==> src/sv/rse_pkg.sv <==
// Package for the readability score engine.
// Holds the item and score types, character codes and score term codes.
// No dependencies.
`timescale 1ns / 1ps

package rse_pkg;

  localparam int OUT_W = 48;
  localparam int NUM_TERMS = 6;

  typedef struct packed {
    logic [7:0] char_code;
    logic       word_last;
    logic       sentence_end;
    logic       finish;
  } item_t;

  typedef struct packed {
    logic signed [OUT_W-1:0] reading_ease;
    logic signed [OUT_W-1:0] grade_level;
    logic signed [OUT_W-1:0] fog_index;
    logic                    empty_text;
  } score_t;

  localparam logic [7:0] CH_UPPER_A = 8'h41;
  localparam logic [7:0] CH_UPPER_Z = 8'h5A;
  localparam logic [7:0] CH_CASE_OFS = 8'h20;
  localparam logic [7:0] CH_A = 8'h61;
  localparam logic [7:0] CH_E = 8'h65;
  localparam logic [7:0] CH_I = 8'h69;
  localparam logic [7:0] CH_O = 8'h6F;
  localparam logic [7:0] CH_U = 8'h75;
  localparam logic [7:0] CH_Y = 8'h79;

  localparam logic [7:0] CPLX_LEN_RESET = 8'd8;

  localparam logic [2:0] T_RE_SENT  = 3'd0;
  localparam logic [2:0] T_RE_SYL   = 3'd1;
  localparam logic [2:0] T_GL_SENT  = 3'd2;
  localparam logic [2:0] T_GL_SYL   = 3'd3;
  localparam logic [2:0] T_FOG_SENT = 3'd4;
  localparam logic [2:0] T_FOG_CPLX = 3'd5;

  function automatic logic is_vowel(input logic [7:0] c);
    logic [7:0] l;
    l = (c >= CH_UPPER_A && c <= CH_UPPER_Z) ? c + CH_CASE_OFS : c;
    return (l == CH_A) || (l == CH_E) || (l == CH_I) || (l == CH_O) ||
           (l == CH_U) || (l == CH_Y);
  endfunction

endpackage

==> src/sv/rse_fifo.sv <==
// Small register queue between the counting front end and the score back end.
// Depends on nothing.
`timescale 1ns / 1ps

module rse_fifo #(
  parameter int WIDTH = 104,
  parameter int DEPTH = 2
) (
  input  logic             clk,
  input  logic             rst,
  input  logic             wr,
  input  logic [WIDTH-1:0] wdata,
  output logic             full,
  input  logic             rd,
  output logic [WIDTH-1:0] rdata,
  output logic             empty
);

  localparam int PW = (DEPTH > 1) ? $clog2(DEPTH) : 1;
  localparam int CW = $clog2(DEPTH + 1);

  logic [WIDTH-1:0] slots [DEPTH];
  logic [PW-1:0] wptr;
  logic [PW-1:0] rptr;
  logic [CW-1:0] count;

  assign full  = (count == CW'(DEPTH));
  assign empty = (count == '0);
  assign rdata = slots[rptr];

  always_ff @(posedge clk) begin
    if (wr && !full) begin
      slots[wptr] <= wdata;
    end
  end

  always_ff @(posedge clk) begin
    if (rst) begin
      wptr  <= '0;
      rptr  <= '0;
      count <= '0;
    end else begin
      if (wr && !full) begin
        wptr <= (wptr == PW'(DEPTH - 1)) ? '0 : wptr + 1'b1;
      end
      if (rd && !empty) begin
        rptr <= (rptr == PW'(DEPTH - 1)) ? '0 : rptr + 1'b1;
      end
      case ({wr && !full, rd && !empty})
        2'b10:   count <= count + 1'b1;
        2'b01:   count <= count - 1'b1;
        default: count <= count;
      endcase
    end
  end

endmodule

==> src/sv/rse_front.sv <==
// Front end of the readability score engine: classifies characters and keeps
// the word, syllable, sentence and complex word counts. Uses rse_pkg.
`timescale 1ns / 1ps

module rse_front #(
  parameter int COUNT_BITS = 24
) (
  input  logic                  clk,
  input  logic                  rst,
  input  logic                  cfg_we,
  input  logic [7:0]            cfg_data,
  input  logic                  take,
  input  rse_pkg::item_t        item,
  output logic                  snap_push,
  output logic [COUNT_BITS-1:0] snap_words,
  output logic [COUNT_BITS-1:0] snap_sents,
  output logic [31:0]           snap_syls,
  output logic [COUNT_BITS-1:0] snap_cplx
);

  import rse_pkg::*;

  localparam logic [COUNT_BITS-1:0] CNT_MAX = '1;

  logic [7:0] cplx_len;
  logic       prev_vowel;
  logic [7:0] word_syl;
  logic [7:0] word_len;
  logic [31:0] total_syl;
  logic [COUNT_BITS-1:0] word_cnt;
  logic [COUNT_BITS-1:0] sent_cnt;
  logic [COUNT_BITS-1:0] cplx_cnt;

  logic       prev_vowel_next;
  logic [7:0] word_syl_next;
  logic [7:0] word_len_next;
  logic [31:0] total_syl_next;
  logic [COUNT_BITS-1:0] word_cnt_next;
  logic [COUNT_BITS-1:0] sent_cnt_next;
  logic [COUNT_BITS-1:0] cplx_cnt_next;

  logic       vowel;
  logic [7:0] len_inc;
  logic [7:0] syl_inc;
  logic [7:0] syl_adj;
  logic [32:0] syl_sum;

  assign snap_push  = take && item.finish;
  assign snap_words = word_cnt;
  assign snap_sents = sent_cnt;
  assign snap_syls  = total_syl;
  assign snap_cplx  = cplx_cnt;

  always_comb begin
    vowel   = is_vowel(item.char_code);
    len_inc = (word_len == 8'hFF) ? word_len : word_len + 8'd1;
    syl_inc = (vowel && !prev_vowel && word_syl != 8'hFF) ? word_syl + 8'd1 : word_syl;
    syl_adj = syl_inc;
    if (len_inc > 8'd2 && item.char_code == CH_E && syl_inc > 8'd1) begin
      syl_adj = syl_inc - 8'd1;
    end
    if (syl_adj == 8'd0) begin
      syl_adj = 8'd1;
    end
    syl_sum = {1'b0, total_syl} + {25'd0, syl_adj};

    prev_vowel_next = prev_vowel;
    word_syl_next   = word_syl;
    word_len_next   = word_len;
    total_syl_next  = total_syl;
    word_cnt_next   = word_cnt;
    sent_cnt_next   = sent_cnt;
    cplx_cnt_next   = cplx_cnt;

    if (take) begin
      if (item.finish) begin
        prev_vowel_next = 1'b0;
        word_syl_next   = '0;
        word_len_next   = '0;
        total_syl_next  = '0;
        word_cnt_next   = '0;
        sent_cnt_next   = '0;
        cplx_cnt_next   = '0;
      end else begin
        prev_vowel_next = vowel;
        word_syl_next   = syl_inc;
        word_len_next   = len_inc;
        if (item.word_last) begin
          total_syl_next  = syl_sum[32] ? 32'hFFFF_FFFF : syl_sum[31:0];
          word_cnt_next   = (word_cnt == CNT_MAX) ? word_cnt : word_cnt + 1'b1;
          if (len_inc >= cplx_len && cplx_cnt != CNT_MAX) begin
            cplx_cnt_next = cplx_cnt + 1'b1;
          end
          prev_vowel_next = 1'b0;
          word_syl_next   = '0;
          word_len_next   = '0;
        end
        if (item.sentence_end && sent_cnt != CNT_MAX) begin
          sent_cnt_next = sent_cnt + 1'b1;
        end
      end
    end
  end

  always_ff @(posedge clk) begin
    if (rst) begin
      cplx_len   <= CPLX_LEN_RESET;
      prev_vowel <= 1'b0;
      word_syl   <= '0;
      word_len   <= '0;
      total_syl  <= '0;
      word_cnt   <= '0;
      sent_cnt   <= '0;
      cplx_cnt   <= '0;
    end else begin
      if (cfg_we) begin
        cplx_len <= cfg_data;
      end
      prev_vowel <= prev_vowel_next;
      word_syl   <= word_syl_next;
      word_len   <= word_len_next;
      total_syl  <= total_syl_next;
      word_cnt   <= word_cnt_next;
      sent_cnt   <= sent_cnt_next;
      cplx_cnt   <= cplx_cnt_next;
    end
  end

endmodule

==> src/sv/rse_div.sv <==
// Restoring divider for the score terms, one quotient bit per cycle.
// Depends on nothing.
`timescale 1ns / 1ps

module rse_div #(
  parameter int NUM_W = 52,
  parameter int DEN_W = 35
) (
  input  logic             clk,
  input  logic             rst,
  input  logic             start,
  input  logic [NUM_W-1:0] num,
  input  logic [DEN_W-1:0] den,
  output logic             done,
  output logic [NUM_W-1:0] quo
);

  localparam int CW = $clog2(NUM_W);

  logic             busy;
  logic [CW-1:0]    cnt;
  logic [DEN_W-1:0] rem;
  logic [DEN_W-1:0] dvs;
  logic [DEN_W:0]   rem_sh;
  logic             ge;

  assign rem_sh = {rem, quo[NUM_W-1]};
  assign ge     = (rem_sh >= {1'b0, dvs});

  always_ff @(posedge clk) begin
    if (start) begin
      quo <= num;
      rem <= '0;
      dvs <= den;
    end else if (busy) begin
      quo <= {quo[NUM_W-2:0], ge};
      rem <= ge ? DEN_W'(rem_sh - {1'b0, dvs}) : rem_sh[DEN_W-1:0];
    end
  end

  always_ff @(posedge clk) begin
    if (rst) begin
      busy <= 1'b0;
      done <= 1'b0;
      cnt  <= '0;
    end else begin
      done <= 1'b0;
      if (start) begin
        busy <= 1'b1;
        cnt  <= '0;
      end else if (busy) begin
        cnt <= cnt + 1'b1;
        if (cnt == CW'(NUM_W - 1)) begin
          busy <= 1'b0;
          done <= 1'b1;
        end
      end
    end
  end

endmodule

==> src/sv/rse_back.sv <==
// Back end of the readability score engine: turns one set of counts into the
// three scores with a shared divider and holds the score for the output side.
// Uses rse_pkg and rse_div.
`timescale 1ns / 1ps

module rse_back #(
  parameter int COUNT_BITS = 24,
  parameter int FRAC_BITS  = 8
) (
  input  logic                  clk,
  input  logic                  rst,
  input  logic                  snap_valid,
  output logic                  snap_pop,
  input  logic [COUNT_BITS-1:0] snap_words,
  input  logic [COUNT_BITS-1:0] snap_sents,
  input  logic [31:0]           snap_syls,
  input  logic [COUNT_BITS-1:0] snap_cplx,
  output rse_pkg::score_t       score,
  output logic                  empty,
  input  logic                  pop
);

  import rse_pkg::*;

  localparam int PROD_W = 42;
  localparam int DEN_W  = COUNT_BITS + 11;
  localparam int NUM_W  = 44 + FRAC_BITS;
  localparam int SUM_W  = NUM_W + 2;
  localparam longint C_RE = (longint'(413670) * (longint'(1) << FRAC_BITS) + 1000) / 2000;
  localparam longint C_GL = (longint'(3118) * (longint'(1) << FRAC_BITS) + 100) / 200;
  localparam logic signed [SUM_W-1:0] SAT_HI = SUM_W'((longint'(1) << (OUT_W - 1)) - 1);
  localparam logic signed [SUM_W-1:0] SAT_LO = -SAT_HI - SUM_W'(1);

  typedef enum logic [6:0] {
    ST_IDLE  = 7'b0000001,
    ST_MUL   = 7'b0000010,
    ST_LOAD  = 7'b0000100,
    ST_DIV   = 7'b0001000,
    ST_SUM   = 7'b0010000,
    ST_SAT   = 7'b0100000,
    ST_OUT   = 7'b1000000
  } state_t;

  state_t state;
  state_t state_next;

  logic [COUNT_BITS-1:0] w_cnt;
  logic [COUNT_BITS-1:0] s_cnt;
  logic [31:0]           y_cnt;
  logic [COUNT_BITS-1:0] c_cnt;
  logic                  no_text;
  logic [2:0]            term;
  logic [PROD_W-1:0]     prod;
  logic [DEN_W-1:0]      den;
  logic [NUM_W-1:0]      quo_r [NUM_TERMS];
  logic signed [SUM_W-1:0] re_sum;
  logic signed [SUM_W-1:0] gl_sum;
  logic signed [SUM_W-1:0] fog_sum;
  score_t                pend;
  logic                  rvalid;

  logic [9:0]            k_sel;
  logic [31:0]           x_sel;
  logic [10:0]           dm_sel;
  logic [COUNT_BITS-1:0] dx_sel;
  logic [NUM_W-1:0]      div_num;
  logic                  div_start;
  logic                  div_done;
  logic [NUM_W-1:0]      div_quo;
  logic                  load_out;

  always_comb begin
    case (term)
      T_RE_SENT: begin
        k_sel = 10'd1015; x_sel = 32'(w_cnt); dm_sel = 11'd2000; dx_sel = s_cnt;
      end
      T_RE_SYL: begin
        k_sel = 10'd846;  x_sel = y_cnt;       dm_sel = 11'd20;   dx_sel = w_cnt;
      end
      T_GL_SENT: begin
        k_sel = 10'd39;   x_sel = 32'(w_cnt); dm_sel = 11'd200;  dx_sel = s_cnt;
      end
      T_GL_SYL: begin
        k_sel = 10'd118;  x_sel = y_cnt;       dm_sel = 11'd20;   dx_sel = w_cnt;
      end
      T_FOG_SENT: begin
        k_sel = 10'd4;    x_sel = 32'(w_cnt); dm_sel = 11'd20;   dx_sel = s_cnt;
      end
      T_FOG_CPLX: begin
        k_sel = 10'd40;   x_sel = 32'(c_cnt); dm_sel = 11'd2;    dx_sel = w_cnt;
      end
      default: begin
        k_sel = '0;       x_sel = '0;          dm_sel = 11'd1;    dx_sel = '1;
      end
    endcase
  end

  assign div_num   = (NUM_W'(prod) << (FRAC_BITS + 1)) + NUM_W'(den >> 1);
  assign div_start = (state == ST_LOAD);
  assign snap_pop  = (state == ST_IDLE) && snap_valid;
  assign load_out  = (state == ST_OUT) && (!rvalid || pop);
  assign empty     = !rvalid;

  rse_div #(
    .NUM_W (NUM_W),
    .DEN_W (DEN_W)
  ) u_div (
    .clk   (clk),
    .rst   (rst),
    .start (div_start),
    .num   (div_num),
    .den   (den),
    .done  (div_done),
    .quo   (div_quo)
  );

  always_comb begin
    state_next = state;
    case (state)
      ST_IDLE: begin
        if (snap_valid) begin
          state_next = (snap_words == '0 || snap_sents == '0) ? ST_SAT : ST_MUL;
        end
      end
      ST_MUL:  state_next = ST_LOAD;
      ST_LOAD: state_next = ST_DIV;
      ST_DIV: begin
        if (div_done) begin
          state_next = (term == T_FOG_CPLX) ? ST_SUM : ST_MUL;
        end
      end
      ST_SUM:  state_next = ST_SAT;
      ST_SAT:  state_next = ST_OUT;
      ST_OUT: begin
        if (load_out) begin
          state_next = ST_IDLE;
        end
      end
      default: state_next = ST_IDLE;
    endcase
  end

  function automatic logic signed [OUT_W-1:0] sat_out(input logic signed [SUM_W-1:0] v);
    if (v > SAT_HI) begin
      return SAT_HI[OUT_W-1:0];
    end else if (v < SAT_LO) begin
      return SAT_LO[OUT_W-1:0];
    end
    return v[OUT_W-1:0];
  endfunction

  always_ff @(posedge clk) begin
    if (snap_pop) begin
      w_cnt   <= snap_words;
      s_cnt   <= snap_sents;
      y_cnt   <= snap_syls;
      c_cnt   <= snap_cplx;
      no_text <= (snap_words == '0 || snap_sents == '0);
    end
    if (state == ST_MUL) begin
      prod <= PROD_W'(k_sel) * PROD_W'(x_sel);
      den  <= DEN_W'(dm_sel) * DEN_W'(dx_sel);
    end
    if (state == ST_DIV && div_done) begin
      quo_r[term] <= div_quo;
    end
    if (state == ST_SUM) begin
      re_sum  <= SUM_W'(C_RE) - $signed({2'b00, quo_r[T_RE_SENT]})
                 - $signed({2'b00, quo_r[T_RE_SYL]});
      gl_sum  <= $signed({2'b00, quo_r[T_GL_SENT]}) + $signed({2'b00, quo_r[T_GL_SYL]})
                 - SUM_W'(C_GL);
      fog_sum <= $signed({2'b00, quo_r[T_FOG_SENT]}) + $signed({2'b00, quo_r[T_FOG_CPLX]});
    end
    if (state == ST_SAT) begin
      if (no_text) begin
        pend <= '{reading_ease: '0, grade_level: '0, fog_index: '0, empty_text: 1'b1};
      end else begin
        pend <= '{reading_ease: sat_out(re_sum), grade_level: sat_out(gl_sum),
                  fog_index: sat_out(fog_sum), empty_text: 1'b0};
      end
    end
    if (load_out) begin
      score <= pend;
    end
  end

  always_ff @(posedge clk) begin
    if (rst) begin
      state  <= ST_IDLE;
      term   <= '0;
      rvalid <= 1'b0;
    end else begin
      state <= state_next;
      if (state == ST_IDLE) begin
        term <= T_RE_SENT;
      end else if (state == ST_DIV && div_done) begin
        term <= term + 3'd1;
      end
      if (load_out) begin
        rvalid <= 1'b1;
      end else if (pop) begin
        rvalid <= 1'b0;
      end
    end
  end

  a_done_in_div: assert property (@(posedge clk) disable iff (rst)
    div_done |-> state == ST_DIV)
    else $error("Divider finished outside the divide state.");

  a_score_held: assert property (@(posedge clk) disable iff (rst)
    rvalid && !pop |=> rvalid && $stable(score))
    else $error("Waiting score was lost or changed.");

  a_empty_zero: assert property (@(posedge clk) disable iff (rst)
    rvalid && score.empty_text |-> score.reading_ease == '0 &&
    score.grade_level == '0 && score.fog_index == '0)
    else $error("Empty text score carries nonzero values.");

endmodule

==> src/sv/readability_score_engine_top.sv <==
// Top level of the readability score engine: front end counters, a request
// queue of finished counts, and the score back end. Uses rse_pkg, rse_front, rse_fifo, rse_back.
//
//   channel   ports                        moves
//   input     push, full, item             one character or finish request
//   result    empty, pop, score            three scores and empty flag
//   config    cfg_we, cfg_data             complex word length
//
// A character request is taken every cycle while the queue is not full. A
// finish request is taken and queued; the back end works on one queued request
// at a time with the shared one-bit-per-cycle divider.
// Up to two finish requests wait in the queue; full rises when it is full.
// Reset is synchronous; it clears all counts and sets the length to 8.
`timescale 1ns / 1ps

module readability_score_engine_top #(
  parameter int COUNT_BITS = 24,
  parameter int FRAC_BITS  = 8
) (
  input  logic            clk,
  input  logic            rst,
  input  logic            cfg_we,
  input  logic [7:0]      cfg_data,
  input  logic            push,
  output logic            full,
  input  rse_pkg::item_t  item,
  output logic            empty,
  input  logic            pop,
  output rse_pkg::score_t score
);

  import rse_pkg::*;

  localparam int SNAP_W = 3 * COUNT_BITS + 32;
  localparam int Q_DEPTH = 2;

  logic                  snap_push;
  logic [COUNT_BITS-1:0] f_words;
  logic [COUNT_BITS-1:0] f_sents;
  logic [31:0]           f_syls;
  logic [COUNT_BITS-1:0] f_cplx;
  logic [SNAP_W-1:0]     q_rdata;
  logic                  q_empty;
  logic                  q_pop;

  rse_front #(
    .COUNT_BITS (COUNT_BITS)
  ) u_front (
    .clk        (clk),
    .rst        (rst),
    .cfg_we     (cfg_we),
    .cfg_data   (cfg_data),
    .take       (push && !full),
    .item       (item),
    .snap_push  (snap_push),
    .snap_words (f_words),
    .snap_sents (f_sents),
    .snap_syls  (f_syls),
    .snap_cplx  (f_cplx)
  );

  rse_fifo #(
    .WIDTH (SNAP_W),
    .DEPTH (Q_DEPTH)
  ) u_queue (
    .clk   (clk),
    .rst   (rst),
    .wr    (snap_push),
    .wdata ({f_words, f_sents, f_syls, f_cplx}),
    .full  (full),
    .rd    (q_pop),
    .rdata (q_rdata),
    .empty (q_empty)
  );

  rse_back #(
    .COUNT_BITS (COUNT_BITS),
    .FRAC_BITS  (FRAC_BITS)
  ) u_back (
    .clk        (clk),
    .rst        (rst),
    .snap_valid (!q_empty),
    .snap_pop   (q_pop),
    .snap_words (q_rdata[SNAP_W-1 -: COUNT_BITS]),
    .snap_sents (q_rdata[2*COUNT_BITS+31 -: COUNT_BITS]),
    .snap_syls  (q_rdata[COUNT_BITS+31 -: 32]),
    .snap_cplx  (q_rdata[COUNT_BITS-1:0]),
    .score      (score),
    .empty      (empty),
    .pop        (pop)
  );

endmodule
==> config.mk <==
export PLATFORM = sky130hd
export DESIGN_NAME = readability_score_engine_top
export DESIGN_NICKNAME = d
export VERILOG_FILES = /design/src/sv/rse_pkg.sv /design/src/sv/rse_fifo.sv /design/src/sv/rse_front.sv /design/src/sv/rse_div.sv /design/src/sv/rse_back.sv /design/src/sv/readability_score_engine_top.sv
export SDC_FILE = /design/constraint.sdc
export NUM_CORES = 2
export LEC_CHECK = 0
export BUFFER_PORTS_ARGS = -buffer_cell sky130_fd_sc_hd__buf_2
export CAP_MARGIN = 20
export CORE_MARGIN = 2
export CORE_UTILIZATION = 64
export DETAILED_ROUTE_END_ITERATION = 10
export PLACE_DENSITY = 0.89
export SYNTH_ARGS = -nofsm -noshare
export SYNTH_HDL_FRONTEND = slang
export SYNTH_SLANG_ARGS = --single-unit
==> constraint.sdc <==
create_clock -name clk -period 19.2 [get_ports clk]
set_input_delay 0.96 -clock clk [delete_from_list [all_inputs] [get_ports clk]]
set_output_delay 0.96 -clock clk [all_outputs]
set_load 0.005 [all_outputs]
**Word level (Yosys, flattened, before mapping)**

Memory sizes are Yosys's and may differ from the RTL's. A register that Yosys moved wholly into a read port is not among the register bits.
Index checks and enable logic that the tools add are counted.

- Input port bits: 24
- Memory bits (read-only): 0
- Output and inout bits: 147
- Register bits after elaboration: 908
- Latch bits: 0
- Memories: 2
- Word-level logic and storage cells: 228
- Bits in writable memories: 520

- Magnitude comparators: 12
- $add $sub $neg: 21
- Shift operators: 0
- Eq/ne operators: 32
- Reduce and logical (&&, ||, !) cells: 48
- Bitwise gates (word level): 1
- Div/mod/pow operators: 0
- Multipliers: 2
- Multiplexer cells: 72

Memory list:

| memory | words | bits a word | read ports | clocked after memory_dff | write ports | line | source |
|---|---|---|---|---|---|---|---|
| u_back.quo_r | 6 | 52 | 6 | 0 | 1 | rse_back.sv:55 | `logic [NUM_W-1:0] quo_r [NUM_TERMS];` |
| u_queue.slots | 2 | 104 | 1 | 1 | 1 | rse_fifo.sv:22 | `logic [WIDTH-1:0] slots [DEPTH];` |

Operators by type and width:

| cell | count |
|---|---|
| $mux W48 | 9 |
| $mux W24 | 8 |
| $gt A54 B48 Y1 const B | 3 |
| $lt A54 B48 Y1 const B | 3 |
| $add A52 B52 Y53 | 2 |
| $mux W52 | 2 |
| $mux W32 | 3 |
| $pmux W32 S3 | 1 |
| $add A24 B1 Y24 const B | 3 |
| $mux W8 | 9 |
| $pmux W10 S6 | 1 |
| $eq A8 B7 Y1 const B | 7 |
| $sub A54 B13 Y54 const B | 1 |
| $sub A54 B53 Y54 | 1 |
| $sub A16 B52 Y53 const A | 1 |
| $add A51 B34 Y52 | 1 |
| $pmux W7 S7 | 1 |
| $logic_not A24 Y1 | 2 |
| $ne A24 B24 Y1 const B | 2 |
| $pmux W24 S2 | 1 |
| $pmux W11 S4 | 1 |
| $mul A10 B32 Y42 | 1 |
| $ge A36 B35 Y1 | 1 |
| $mul A11 B24 Y35 | 1 |
| 51 further kinds | 123 |

**Logic depth before layout (Yosys ltp)**

- Depth after elaboration: 21
- Mapped depth: 34
- Depth with buffers taken out: 30

**By module**

From an unflattened synthesis, not the netlist that was laid out.

- Cells, all modules: 7239
- Area, all modules: 82405.3 µm²

By module, submodules not included:

| module | area each (µm²) | times used | cells each |
|---|---|---|---|
| rse_back | 60330.4 | 1 | 5313 |
| rse_fifo | 7739.9 | 1 | 350 |
| rse_front | 7171.9 | 1 | 893 |
| rse_div | 7145.6 | 1 | 681 |
| readability_score_engine_top | 17.5 | 1 | 2 |

**Worst setup path before layout**

Ideal clock, no wire load.

- Path kind: flip-flop to flip-flop
- Start point: register u_back.state[0]
- End point: register u_back.state[0]
- Data arrival time: 13448 ps
- Cell stages (with the launch flop): 7
- Setup time: 130 ps
- Setup slack: 5623 ps
- Cell sequence: dfxtp_1 -> nor3_1 -> nand2_1 -> nor3b_1 -> nor4_1 -> a21oi_1 -> o21ai_0

- Longest elaborated chain between the ends: 4

RTL lines:

| element | line | source |
|---|---|---|
| from (decl) | rse_back.sv:44 | `state_t state;` |
| from (signal assigned) | rse_back.sv:193 | `state <= state_next;` |
| $eq A7 B7 Y1 | rse_back.sv:101, rse_back.sv:119 |  |
| $logic_and A1 B1 Y1 | rse_back.sv:101 | `assign load_out = (state == ST_OUT) && (!rvalid \|\| pop);` |
| $ne A2 B1 Y1 (no line) | - |  |
| $reduce_and A3 Y1 (no line) | - |  |

Parallel ways exist; a longest one is shown, timed or not.
A chain may end at the register's enable or synchronous reset.

**Worst setup path in the final report**

- Start point: register u_back.term[1]
- End point: register u_back.prod[38], data pin

- Longest elaborated chain between the ends: 4

RTL lines:

| element | line | source |
|---|---|---|
| from (decl) | rse_back.sv:52 | `logic [2:0] term;` |
| from (signal assigned) | rse_back.sv:197 | `term <= term + 3'd1;` |
| $eq A3 B2 Y1 (tied with other cells) | rse_back.sv:73 | `case (term)` |
| $reduce_or A3 Y1 (no line) or $reduce_or A2 Y1 (tied branches) | - |  |
| $pmux W32 S3 | rse_back.sv:73 |  |
| $mul A10 B32 Y42 (*) | rse_back.sv:161 | `prod <= PROD_W'(k_sel) * PROD_W'(x_sel);` |
| to (signal assigned) | rse_back.sv:161 |  |
| to (decl) | rse_back.sv:53 | `logic [PROD_W-1:0] prod;` |

Every way passes the cells marked *; elsewhere a longest branch is shown, timed or not.

==> impl_metrics.csv <==
group,metric,value,unit
clock_tree,clk_pin_slew,0.06,ns
worst_setup_path,cp.required,19.72,ns
outcome,outcome,"finished clean",
die,dieArea,0.129,mm^2
logic_synthesis,ys_seq_area_share,50.9,%
grt,grtUsageTotal,28.6,%
grt,grt_pass1_wl,289,mm
grt,overflow,0,
die,rows,130,
logic_synthesis,async_flop_share,0,%
clock_tree,clk_latency,0.79,ns
routing,drc_errors,0,
clock_tree,postCtsHoldBufs,0,
routing,drt-initial-drc-count,5540,
logic_synthesis,synth_ff_type,"edfxtp_1",
clock_tree,cts_setup_buffers,0,
clock_tree,cts_buffers,144,
placement,dp_hpwl,131,mm
hold_path,hold_path.startpoint,"u_back.pend[9]$_SDFFCE_PP0N_",
placement,finalWeightedCongestion,0.941,
die,io_pins,171,
worst_setup_path,crit_fanout,60,
die,start_util,64.3,%
finish,areaGrowthSynthToFinish,9.42,%
logic_synthesis,postSynthAreaPerCell,11.6,um^2
clock_tree,ctsResizeCount,0,
timing,relSlewSlack,30.3,%
worst_setup_path,cpMaxStageDelayCell,"a222oi_1",
clock_tree,clkSinkCount,1428,
flow_run,maxCapViolCount,0,
logic_synthesis,synth-seq-cells,1428,
worst_setup_path,rr_worst_depth,26,
finish,finalNetCount,7928,
worst_setup_path,r2r_setup_slack,10.34,ns
timing,worstMarginPinSlew,1.05,ns
worst_setup_path,startpoint_type,"flop",
timing,fin_skew,0.0375,ns
logic_synthesis,postSynthCellCount,6921,
logic_synthesis,ys_types,97,
hold_path,holdPathEnd,"u_back.score[9]$_DFFE_PP_",
timing,slew_viol_final,0,
clock_tree,cts.htree.levels,4,
timing,rsz0062_at_grt,"no",
grt,grt.busiest_layer,"met2",
clock_tree,cts_tree,"built",
grt,grt_pass1_vias,54215,
placement,numPortBuffers,170,
routing,drt_pass1_iterations,8,
worst_setup_path,reg2reg_from,"u_back.term[1]$_SDFFE_PP0P_",
routing,postRouteAntennaNets,0,
finish,final_cell_area,0.0881,mm^2
placement,placed_cell_area,0.0832,mm^2
timing,clock.fmax,113,MHz
logic_synthesis,ys_warn_count,0,
grt,grt_max_degree,162,
worst_setup_path,critPathMaxStageDelay,0.78,ns
finish,fillers,8176,
grt,globalRouteMet3Util,4.61,%
grt,antenna_found_initial,0,
routing,postRouteWirelength,183,mm
worst_setup_path,cp.arrival,9.38,ns
clock_tree,clockBufferDepth,3,
worst_setup_path,worst_setup_path_end_kind,"flop",
hold_path,hp-class,"flop to flop",
timing,hold_violations,0,
die,die_h,359,um
die,core,0.125,mm^2
logic_synthesis,synth_edf_count,1240,
routing,routed_via_density,6.10,
die,die_x,359,um
timing,fin_crit,8.86,ns
clock_tree,root_buffer,"clkbuf_16",
timing,fin_tns_setup,0,ns
logic_synthesis,netlist_area,0.0805,mm^2
grt,grt_util_met2,48.6,%
worst_setup_path,critPathKind,"flop to flop",
worst_setup_path,rr_endpoint,"u_back.prod[38]$_DFFE_PP_",
hold_path,whs_path_depth,0,
finish,drive_above_1_share,9.47,%
logic_synthesis,synth_nets,7786,
routing,num_vias,53873,
routing,wl_per_cell,20.7,um
worst_setup_path,path_common_cell,"fa_1",
timing,setup_viol,0,
grt,met1_usage,36.1,%
timing,min_period_over_period,46.1,%
[cells in the final DEF (no fill, tap or decap), types with 96 or more instances in the layout]
master,Yosys,routed
edfxtp_1,1240,1240
a21oi_1,373,368
nand2_1,494,490
buf_2,6,170
a21o_1,182,182
dfxtp_1,188,186
fa_1,416,416
nor3_1,96,96
o21ai_0,232,231
clkbuf_16,0,147
ha_1,425,425
nand3_1,136,135
nor2_1,923,914
inv_1,441,439
xor2_1,188,188
mux2_2,111,111
xnor2_1,244,244
[worst max-delay path, delay by kind of cell (launching register included)]
family | cells | cell delay [ns]
AOI/OAI and AO/OA | 8 | 2.56
and+or+nand+nor | 7 | 1.37
adders and majority gates | 7 | 3.22
DFF | 1 | 0.51
buffers and inverters | 3 | 0.79
xor gates and xnor gates | 1 | 0.15
[cells in the mapped netlist (46+ instances only)]
cell	count	area (um^2)
o21a_1	49	368
inv_1	441	1660
ha_1	425	5320
mux2_2	111	1250
edfxtp_1	1240	37200
clkbuf_1	187	702
nand2b_1	71	444
nor4_1	46	288
nand2_1	494	1850
nand3_1	136	681
a21o_1	182	1370
nand4_1	64	400
dfxtp_1	188	3760
or2_2	56	350
xnor2_1	244	2140
nor2_1	923	3460
xor2_1	188	1650
o21ai_0	232	1160
and3_1	73	457
nor3_1	96	480
nor2b_1	52	325
a21oi_1	373	1870
fa_1	416	8330
[metal layers]
layer  up-vias  part of all wire [%]
met3       467                   6.8
met4         0                   4.9
met1     26227                    39
met5         -                     0
met2      2208                    49
li1      24971                     -
[registers in the layout (all words and copies together) (netlist names), 32 cells and up, named ones only]
| name | flops |
|---|---|
| u_back.u_div.quo | 52 |
| u_back.score | 145 |
| u_back.gl_sum | 54 |
| u_queue.slots | 208 |
| u_back.re_sum | 54 |
| u_back.quo_r | 312 |
| u_back.u_div.dvs | 35 |
| u_front.snap_syls | 32 |
| u_back.fog_sum | 53 |
| u_back.den | 35 |
| u_back.prod | 42 |
| u_back.u_div.rem | 35 |
| u_back.pend | 145 |
| u_back.y_cnt | 32 |
[metrics by stage]
| step | hold slack (ns) | util [%] | worst slack (ns) | cells |
|---|---|---|---|---|
| after floorplan | 0.400 | - | 5.62 | 6921 |
| after global placement | 0.402 | 66.4 | 10.60 | 8563 |
| after detailed placement | 0.405 | 66.4 | 10.45 | 8564 |
| after CTS | 0.416 | 70.3 | 10.41 | 8830 |
| after global routing | 0.422 | 70.4 | 9.92 | 8833 |
| final | 0.415 | 70.4 | 10.34 | 8836 |
[how the worst max path moves through the flow]
stage,from,to,slack [ns]
6_report,u_back.term[1]$_SDFFE_PP0P_,u_back.prod[38]$_DFFE_PP_,10.34
5_1_grt,u_back.term[1]$_SDFFE_PP0P_,u_back.prod[38]$_DFFE_PP_,9.92
4_1_cts,u_back.term[1]$_SDFFE_PP0P_,u_back.prod[38]$_DFFE_PP_,10.41
3_5_place_dp,u_back.term[1]$_SDFFE_PP0P_,u_back.prod[38]$_DFFE_PP_,10.45
3_3_place_gp,u_back.term[1]$_SDFFE_PP0P_,u_back.prod[38]$_DFFE_PP_,10.60
2_1_floorplan,u_back.state[0]$_SDFFE_PP1P_,u_back.state[0]$_SDFFE_PP1P_,5.62
[cell families after synthesis]
logic type / Yosys count / share of synthesized area (%)
AOI/OAI and AO/OA: 1231 / 9.96
adders and majority gates: 841 / 16.9
muxes: 145 / 1.97
DFF: 1428 / 50.9
xor gates and xnor gates: 432 / 4.70
buffers and inverters: 675 / 3.17
and+or+nand+nor: 2168 / 12.3
other: 1 / 0.00466
[area by class of cell]
| cell class | instances | area (um^2) | share of cell area, % |
|---|---|---|---|
| clock inverter | 80 | 952 | 1.08 |
| antenna | 3 | 7.51 | 0.00852 |
| multi-input combinational | 4818 | 37200 | 42.2 |
| timing repair buffer | 227 | 1340 | 1.52 |
| tap | 1650 | 2060 | 2.34 |
| sequential | 1428 | 41000 | 46.5 |
| clock buffer | 186 | 3920 | 4.44 |
| inverter | 444 | 1670 | 1.89 |
Power is left out: the tool's default activity adds up to more than one toggle a clock period on the data nets, which glitch-free logic cannot reach.
